### config.mk
export PLATFORM = sky130hd
export DESIGN_NAME = websocket_frame_deframer
export DESIGN_NICKNAME = d
export VERILOG_FILES = /design/src/hdl/wsd_pkg.sv /design/src/hdl/wsd_parser.sv /design/src/hdl/wsd_out_fifo.sv /design/src/hdl/websocket_frame_deframer.sv
export SDC_FILE = /design/constraint.sdc
export NUM_CORES = 1
export LEC_CHECK = 0
export BUFFER_PORTS_ARGS = -buffer_cell sky130_fd_sc_hd__buf_4
export CORE_ASPECT_RATIO = 2
export CORE_MARGIN = 2
export CORE_UTILIZATION = 40
export CTS_CLUSTER_SIZE = 10
export DETAILED_ROUTE_END_ITERATION = 6
export PLACE_DENSITY = 0.68
export SLEW_MARGIN = 10
export SYNTH_ARGS = -nofsm -noshare
export SYNTH_HDL_FRONTEND = slang
export SYNTH_SLANG_ARGS = --single-unit
### constraint.sdc
create_clock -name clk -period 5.14 [get_ports clk]
set_input_delay 0.771 -clock clk [delete_from_list [all_inputs] [get_ports clk]]
set_output_delay 0.771 -clock clk [all_outputs]
set_load 0.01 [all_outputs]
### src/hdl/wsd_pkg.sv
// Shared types and constants for the frame deframer.
package wsd_pkg;

  localparam logic [2:0] PH_HDR0   = 3'd0;
  localparam logic [2:0] PH_HDR1   = 3'd1;
  localparam logic [2:0] PH_EXT16  = 3'd2;
  localparam logic [2:0] PH_EXT64  = 3'd3;
  localparam logic [2:0] PH_KEY    = 3'd4;
  localparam logic [2:0] PH_DATA   = 3'd5;
  localparam logic [2:0] PH_CLOSED = 3'd6;
  localparam logic [2:0] PH_ERROR  = 3'd7;

  localparam logic [2:0] ST_DATA   = 3'd0;
  localparam logic [2:0] ST_EMPTY  = 3'd1;
  localparam logic [2:0] ST_BADOP  = 3'd2;
  localparam logic [2:0] ST_CLOSE  = 3'd3;
  localparam logic [2:0] ST_TOOBIG = 3'd4;

  localparam logic [1:0] KIND_TEXT   = 2'd0;
  localparam logic [1:0] KIND_BINARY = 2'd1;
  localparam logic [1:0] KIND_PING   = 2'd2;

  localparam logic [3:0] OP_TEXT   = 4'h1;
  localparam logic [3:0] OP_BINARY = 4'h2;
  localparam logic [3:0] OP_CLOSE  = 4'h8;
  localparam logic [3:0] OP_PING   = 4'h9;

  localparam logic [6:0] LEN_EXT16 = 7'd126;
  localparam logic [6:0] LEN_EXT64 = 7'd127;

  localparam logic [31:0] MAX_LEN_RESET = 32'd2048;

  typedef struct packed {
    logic [7:0] payload_byte;
    logic [1:0] frame_kind;
    logic       last;
    logic [2:0] status;
  } result_t;

endpackage

### src/hdl/wsd_parser.sv
// Header parser and payload unmasking, one byte per accepted item.
module wsd_parser (
  input  logic              clk,
  input  logic              rst,
  input  logic              cfg_wr_en,
  input  logic [31:0]       cfg_wr_data,
  input  logic              in_fire,
  input  logic [7:0]        in_byte,
  output logic              res_valid,
  output wsd_pkg::result_t  res
);

  logic [2:0]  phase, phase_next;
  logic [3:0]  hcount, hcount_next;
  logic [1:0]  kind, kind_next;
  logic        mask, mask_next;
  logic [31:0] accum, accum_next;
  logic [31:0] remain, remain_next;
  logic [31:0] key, key_next;
  logic [1:0]  lane, lane_next;
  logic [31:0] max_len;
  logic        len_done;
  logic        hdr_done;
  logic        lastf;
  logic [7:0]  key_byte;

  always_comb begin
    case (lane)
      2'd0: key_byte = key[31:24];
      2'd1: key_byte = key[23:16];
      2'd2: key_byte = key[15:8];
      default: key_byte = key[7:0];
    endcase
  end

  always_comb begin
    phase_next  = phase;
    hcount_next = hcount;
    kind_next   = kind;
    mask_next   = mask;
    accum_next  = accum;
    remain_next = remain;
    key_next    = key;
    lane_next   = lane;
    len_done    = 1'b0;
    hdr_done    = 1'b0;
    lastf       = 1'b0;
    res_valid   = 1'b0;
    res         = '0;
    if (in_fire) begin
      case (phase)
        wsd_pkg::PH_HDR0: begin
          phase_next = wsd_pkg::PH_HDR1;
          if (!in_byte[7]) begin
            phase_next = wsd_pkg::PH_ERROR;
            res_valid  = 1'b1;
            res.status = wsd_pkg::ST_BADOP;
          end else begin
            case (in_byte[3:0])
              wsd_pkg::OP_TEXT:   kind_next = wsd_pkg::KIND_TEXT;
              wsd_pkg::OP_BINARY: kind_next = wsd_pkg::KIND_BINARY;
              wsd_pkg::OP_PING:   kind_next = wsd_pkg::KIND_PING;
              wsd_pkg::OP_CLOSE: begin
                phase_next = wsd_pkg::PH_CLOSED;
                res_valid  = 1'b1;
                res.status = wsd_pkg::ST_CLOSE;
              end
              default: begin
                phase_next = wsd_pkg::PH_ERROR;
                res_valid  = 1'b1;
                res.status = wsd_pkg::ST_BADOP;
              end
            endcase
          end
        end
        wsd_pkg::PH_HDR1: begin
          mask_next   = in_byte[7];
          hcount_next = '0;
          accum_next  = '0;
          if (in_byte[6:0] == wsd_pkg::LEN_EXT16) begin
            phase_next = wsd_pkg::PH_EXT16;
          end else if (in_byte[6:0] == wsd_pkg::LEN_EXT64) begin
            phase_next = wsd_pkg::PH_EXT64;
          end else begin
            accum_next = {25'd0, in_byte[6:0]};
            len_done   = 1'b1;
          end
        end
        wsd_pkg::PH_EXT16: begin
          accum_next  = {accum[23:0], in_byte};
          hcount_next = hcount + 4'd1;
          len_done    = (hcount_next >= 4'd2);
        end
        wsd_pkg::PH_EXT64: begin
          if (hcount < 4'd4 && in_byte != 8'd0) begin
            phase_next = wsd_pkg::PH_ERROR;
            res_valid  = 1'b1;
            res.status = wsd_pkg::ST_TOOBIG;
          end else begin
            accum_next  = {accum[23:0], in_byte};
            hcount_next = hcount + 4'd1;
            len_done    = (hcount_next >= 4'd8);
          end
        end
        wsd_pkg::PH_KEY: begin
          key_next    = {key[23:0], in_byte};
          hcount_next = hcount + 4'd1;
          hdr_done    = (hcount_next >= 4'd4);
        end
        wsd_pkg::PH_DATA: begin
          lastf       = (remain <= 32'd1);
          lane_next   = lastf ? 2'd0 : lane + 2'd1;
          remain_next = lastf ? 32'd0 : remain - 32'd1;
          if (lastf) begin
            phase_next = wsd_pkg::PH_HDR0;
          end
          res_valid        = 1'b1;
          res.payload_byte = in_byte ^ (mask ? key_byte : 8'd0);
          res.frame_kind   = kind;
          res.last         = lastf;
          res.status       = wsd_pkg::ST_DATA;
        end
        default: begin
        end
      endcase

      if (len_done) begin
        if (accum_next > max_len) begin
          phase_next = wsd_pkg::PH_ERROR;
          res_valid  = 1'b1;
          res.status = wsd_pkg::ST_TOOBIG;
        end else if (mask_next) begin
          hcount_next = '0;
          key_next    = '0;
          phase_next  = wsd_pkg::PH_KEY;
        end else begin
          hdr_done = 1'b1;
        end
      end

      if (hdr_done) begin
        lane_next   = '0;
        hcount_next = '0;
        if (accum_next == 32'd0) begin
          phase_next     = wsd_pkg::PH_HDR0;
          res_valid      = 1'b1;
          res.frame_kind = kind_next;
          res.last       = 1'b1;
          res.status     = wsd_pkg::ST_EMPTY;
        end else begin
          remain_next = accum_next;
          phase_next  = wsd_pkg::PH_DATA;
        end
      end
    end
  end

  always_ff @(posedge clk) begin
    if (rst) begin
      phase   <= wsd_pkg::PH_HDR0;
      hcount  <= '0;
      kind    <= '0;
      mask    <= 1'b0;
      accum   <= '0;
      remain  <= '0;
      key     <= '0;
      lane    <= '0;
      max_len <= wsd_pkg::MAX_LEN_RESET;
    end else begin
      phase  <= phase_next;
      hcount <= hcount_next;
      kind   <= kind_next;
      mask   <= mask_next;
      accum  <= accum_next;
      remain <= remain_next;
      key    <= key_next;
      lane   <= lane_next;
      if (cfg_wr_en) begin
        max_len <= cfg_wr_data;
      end
    end
  end

endmodule

### src/hdl/wsd_out_fifo.sv
// Two-entry result buffer that decouples the parser from the output stall.
module wsd_out_fifo (
  input  logic              clk,
  input  logic              rst,
  input  logic              wr_en,
  input  wsd_pkg::result_t  wr_data,
  output logic              has_room,
  output logic              rd_valid,
  input  logic              rd_ready,
  output wsd_pkg::result_t  rd_data
);

  wsd_pkg::result_t entry [2];
  logic       wr_ptr;
  logic       rd_ptr;
  logic [1:0] level;
  logic       rd_fire;

  assign has_room = (level != 2'd2);
  assign rd_valid = (level != 2'd0);
  assign rd_data  = entry[rd_ptr];
  assign rd_fire  = rd_valid && rd_ready;

  always_ff @(posedge clk) begin
    if (wr_en) begin
      entry[wr_ptr] <= wr_data;
    end
  end

  always_ff @(posedge clk) begin
    if (rst) begin
      wr_ptr <= 1'b0;
      rd_ptr <= 1'b0;
      level  <= '0;
    end else begin
      if (wr_en) begin
        wr_ptr <= ~wr_ptr;
      end
      if (rd_fire) begin
        rd_ptr <= ~rd_ptr;
      end
      case ({wr_en, rd_fire})
        2'b10:   level <= level + 2'd1;
        2'b01:   level <= level - 2'd1;
        default: level <= level;
      endcase
    end
  end

endmodule

### src/hdl/websocket_frame_deframer.sv
// Top level of the frame deframer: input stream, parser and output buffer.
// The block takes one frame byte per item and can accept an item in every clock cycle; a
// byte that produces a result is written into the output buffer and shows on the output
// once older results are taken. Header bytes produce no result except on a fault, a close
// frame or an empty frame. Results pass through a two-entry output buffer, so the input
// keeps flowing while a result waits; the input stalls only when both entries are held.
// After a close frame or a fault the block drops every further byte until reset.
module websocket_frame_deframer (
  input  logic        clk,
  input  logic        rst,
  input  logic        cfg_wr_en,
  input  logic [31:0] cfg_wr_data,   // max_payload_len
  input  logic        s_axis_tvalid,
  output logic        s_axis_tready,
  input  logic [7:0]  s_axis_tdata,  // in_byte
  output logic        m_axis_tvalid,
  input  logic        m_axis_tready,
  output logic [7:0]  m_axis_tdata,  // payload_byte
  output logic        m_axis_tlast,  // last
  output logic [4:0]  m_axis_tuser   // frame_kind [1:0], status [4:2]
);

  logic             in_fire;
  logic             res_valid;
  wsd_pkg::result_t res;
  wsd_pkg::result_t out_res;

  assign in_fire = s_axis_tvalid && s_axis_tready;

  wsd_parser u_parser (
    .clk         (clk),
    .rst         (rst),
    .cfg_wr_en   (cfg_wr_en),
    .cfg_wr_data (cfg_wr_data),
    .in_fire     (in_fire),
    .in_byte     (s_axis_tdata),
    .res_valid   (res_valid),
    .res         (res)
  );

  wsd_out_fifo u_out_fifo (
    .clk      (clk),
    .rst      (rst),
    .wr_en    (res_valid),
    .wr_data  (res),
    .has_room (s_axis_tready),
    .rd_valid (m_axis_tvalid),
    .rd_ready (m_axis_tready),
    .rd_data  (out_res)
  );

  assign m_axis_tdata = out_res.payload_byte;
  assign m_axis_tlast = out_res.last;
  assign m_axis_tuser = {out_res.status, out_res.frame_kind};

  a_fault_result_clean: assert property (@(posedge clk) disable iff (rst)
    (m_axis_tvalid && (m_axis_tuser[4:2] == wsd_pkg::ST_BADOP ||
      m_axis_tuser[4:2] == wsd_pkg::ST_CLOSE || m_axis_tuser[4:2] == wsd_pkg::ST_TOOBIG))
    |-> (!m_axis_tlast && m_axis_tdata == 8'd0 && m_axis_tuser[1:0] == 2'd0))
    else $error("Fault or close result carries data, kind or last.");

  a_empty_is_last: assert property (@(posedge clk) disable iff (rst)
    (m_axis_tvalid && m_axis_tuser[4:2] == wsd_pkg::ST_EMPTY)
    |-> (m_axis_tlast && m_axis_tdata == 8'd0))
    else $error("Empty-frame result is not marked last or carries data.");

  a_stall_only_when_full: assert property (@(posedge clk) disable iff (rst)
    !s_axis_tready |-> m_axis_tvalid)
    else $error("Input stalled while no result is pending.");

  a_result_needs_input: assert property (@(posedge clk) disable iff (rst)
    (m_axis_tvalid && !$past(m_axis_tvalid) && !$past(rst)) |-> $past(in_fire))
    else $error("Result appeared without an accepted item.");

endmodule

==> key figures <==
Logic synthesis
  – Dominant synthesized flop cell: dfxtp_1
  – Area contributors post-synth: dfxtp_1 31%, edfxtp_1 9.1%, nor2_1 7.1%
  – Top cells by count, synth: 176 x nor2_1, 145 x dfxtp_1, 60 x nand2_1
  – FF+latch count, synth: 173
  – Most frequent cell after synthesis: nor2_1
  – Part of the Yosys area used for sequential elements: 40.3%
  – Mapped Cells: 1075
  – Post-Syn Area: 9290 um^2
  – Mapped Avg Cell Area: 8.64 um^2
  – YS warnings: 0
  – Synth area leader: dfxtp_1
  – Post-synth ARST share: 0%
  – Post-synth EDFFs: 28
  – Post-synth top area share: 31.3%
  – Post-synthesis net count: 1160
  – Synth cell types: 80

Setup path
  – Crit path from: s_axis_tdata[7]
  – Cell Chain, Critical Path: buf_4, nor4_1, a21boi_2, a211o_4, a22o_1, ha_1, a211oi_1, nor2_1, a2111oi_0, a22oi_1, o41a_2, nor2_4, o21ai_1, ha_1, or3_1, a21oi_1
  – R2R Path Start: u_parser.hcount[3]
  – Crit-path max cell delay: 0.56 ns
  – CP max FO: 21
  – Classification of the worst setup path: in -> reg
  – Stages on the worst setup path: 16
  – Crit path buf inv count: 1
  – Crit path DAT: 5.34 ns
  – Startpoint Class: primary input
  – Worst EP required: 5.51 ns
  – Most Frequent Cell on Critical Path: ha_1
  – FF-to-FF path depth: 15
  – Crit-path slowest cell: o41a_2
  – Critical path's top delay family: compound AO/OA/AOI/OAI gates
  – Worst Setup End Kind: register

Run
  – MaxCap Viol Count: 0

Clocking
  – Maximum clock path buffer count: 2
  – CTS tree: yes
  – # resized after CTS: 0
  – # clock sinks: 173
  – # hold bufs at CTS: 0
  – Clock-pin slew on the worst setup and hold paths: 0.07 ns
  – Root Driver: clkbuf_16
  – CTS H-Tree Depth: 4
  – Postcts setup bufs: 0
  – Cts bufs inserted: 17
  – Worst skew pair latency: 0.45 ns

Floorplanning
  – Row count: 78
  – Starting density of the core: 40.8%
  – IO Count: 61
  – Die area: 24500 um^2
  – Die Height: 219 um
  – Core box area: 22700 um^2
  – Die Wd: 112 um

Placed design
  – IO buf count: 60
  – HPWL Detailed: 20400 um
  – Placer Congestion: 0.907

Layout
  – Filler instances: 2158
  – Syn-to-layout area delta: 18.4%
  – Final net count: 1241
  – Core Util, Final: 48.3%
  – Antenna diodes: 0
  – Layout cells sized above 1: 17.3%

STA
  – Crit path time final: 4.96 ns
  – Worst hold margin: 0.489 ns
  – Max_slew headroom: 40.8%
  – Max Slew Vio Count: 0
  – Hold violation count in the final report: 0
  – Worst Skew: 0.00935 ns
  – Final setup fails: 0
  – Unrepaired setup endpoints after global routing: false
  – Crit share post-route: 96.5%
  – Max Clk Rate: 202 MHz
  – Final TNS setup: 0 ns
  – Worst slew pin tran: 0.885 ns

Detailed routing
  – DRC: 0
  – Vias after detailed routing: 8545
  – Drt pass-1 iters: 5
  – Number of vias per cell: 5.90
  – Final ANT Viol Nets: 0
  – DRT Wirelength: 28000 um
  – Number of violations reported at the end of detailed-routing iteration 0: 488
  – WL/cell: 19.4 um

Pwr
  – Pwr Density: 494 nW/um^2
  – P_leak: 4.44 nW
  – Total power: 5.43 mW
  – Maximum vdd drop: 0.294 mV

Global route
  – First-pass GRT wire length: 44000 um
  – Largest net degree at the start of global routing: 70
  – Initial antenna violation count: 0
  – Overall fraction of global-route tracks in use: 23.0%
  – Overflow after GRT: 0
  – Vias in the first global route: 8513

Min path
  – Hold crit path type: reg -> reg
  – Hold depth: 1
  – Hold_sp: u_parser.remain[25]

Status
  – Status: finished, final reports clean
## placed cells by master, fill, tap and decap left out, drive strengths merged, types with 6 or more instances in the layout
cell    netlist  layout
a211oi       22      22
a21oi        53      53
a221oi        8       8
a222oi        8       8
a22o         18      18
a22oi        55      55
a31oi         6       6
and2          6       6
buf           9     130
clkbuf       59      17
clkinv        0       7
dfxtp       145     145
edfxtp       28      28
ha           40      40
inv          58      64
mux2         16      16
mux2i        34      34
nand2        60      60
nand2b        8       8
nand3        24      24
nand4        17      17
nor2        177     177
nor3         32      32
nor4         19      19
o21ai        53      53
o22ai        10      10
or3           9       9
or4           9       9
xnor2         7       7
xor2         17      17
## final timing paths
path	end	slack, ns
worst max-delay path	u_out_fifo.level[1]	0.18
worst min-delay path	u_parser.remain[25]	0.49
worst max register to register	u_out_fifo.level[1]	0.27
worst min register to register	u_parser.remain[25]	0.49
## report_power, final
group,internal [mW],switching [mW],leakage (nW),total (mW)
registers,1.59,0.191,1.45,1.78
logic,0.990,1.37,2.70,2.35
clock network,0.685,0.604,0.284,1.29
total,3.27,2.16,4.44,5.43
## metrics by stage
stage | setup WS, ns | cells | cell area (um^2)
final | 0.177 | 1449 | 11000
after global routing | 0.0174 | 1449 | 11000
after CTS | 0.230 | 1449 | 11000
after detailed placement | -0.208 | 1417 | 10400
after global placement | -0.153 | 1417 | 10400
after floorplan | -0.0866 | 1075 | 9290
## area by class of cell
class                      instances  area (um^2)  area share [%]
multi-input combinational        776         5060            46.0
sequential                       173         3740            34.1
timing repair buffer             130         1040            9.45
clock buffer                      17          425            3.87
tap                              280          350            3.19
inverter                          58          218            1.98
clock inverter                    15          158            1.43
## routing by layer
metal,vias up,routed length [um],global-route usage [%]
met4,0,2450,19.1
met3,117,1070,4.29
li1,4104,-,-
met5,-,0,0
met2,274,14900,42.1
met1,4050,9660,22.0
## logic make-up (layout without fill, tap and decap cells)
family | count (synthesis) | count (layout) | share of synthesized area [%]
AO/OA/AOI/OAI | 278 | 278 | 21.3
XOR/XNOR | 24 | 24 | 2.26
adder cells (fa/ha/maj) | 40 | 40 | 5.39
buffers and inverters | 126 | 220 | 5.38
flip-flops | 173 | 173 | 40.3
multiplexers | 50 | 50 | 5.60
AND/OR/NAND/NOR | 384 | 384 | 19.8
## sequential cells by signal, summed over array words and instances, names as in the netlist, named ones only
| register | flops |
|---|---|
| u_parser.key | 32 |
| u_out_fifo.rd_ptr | 1 |
| u_parser.accum | 32 |
| u_parser.max_len | 32 |
| u_parser.mask | 1 |
| u_parser.lane | 2 |
| u_parser.kind | 2 |
| u_out_fifo.entry | 28 |
| u_out_fifo.level | 2 |
| u_parser.phase | 3 |
| u_out_fifo.wr_ptr | 1 |
| u_parser.remain | 32 |
| u_parser.hcount | 4 |
Note: power is estimated with default switching activity, not from simulation.
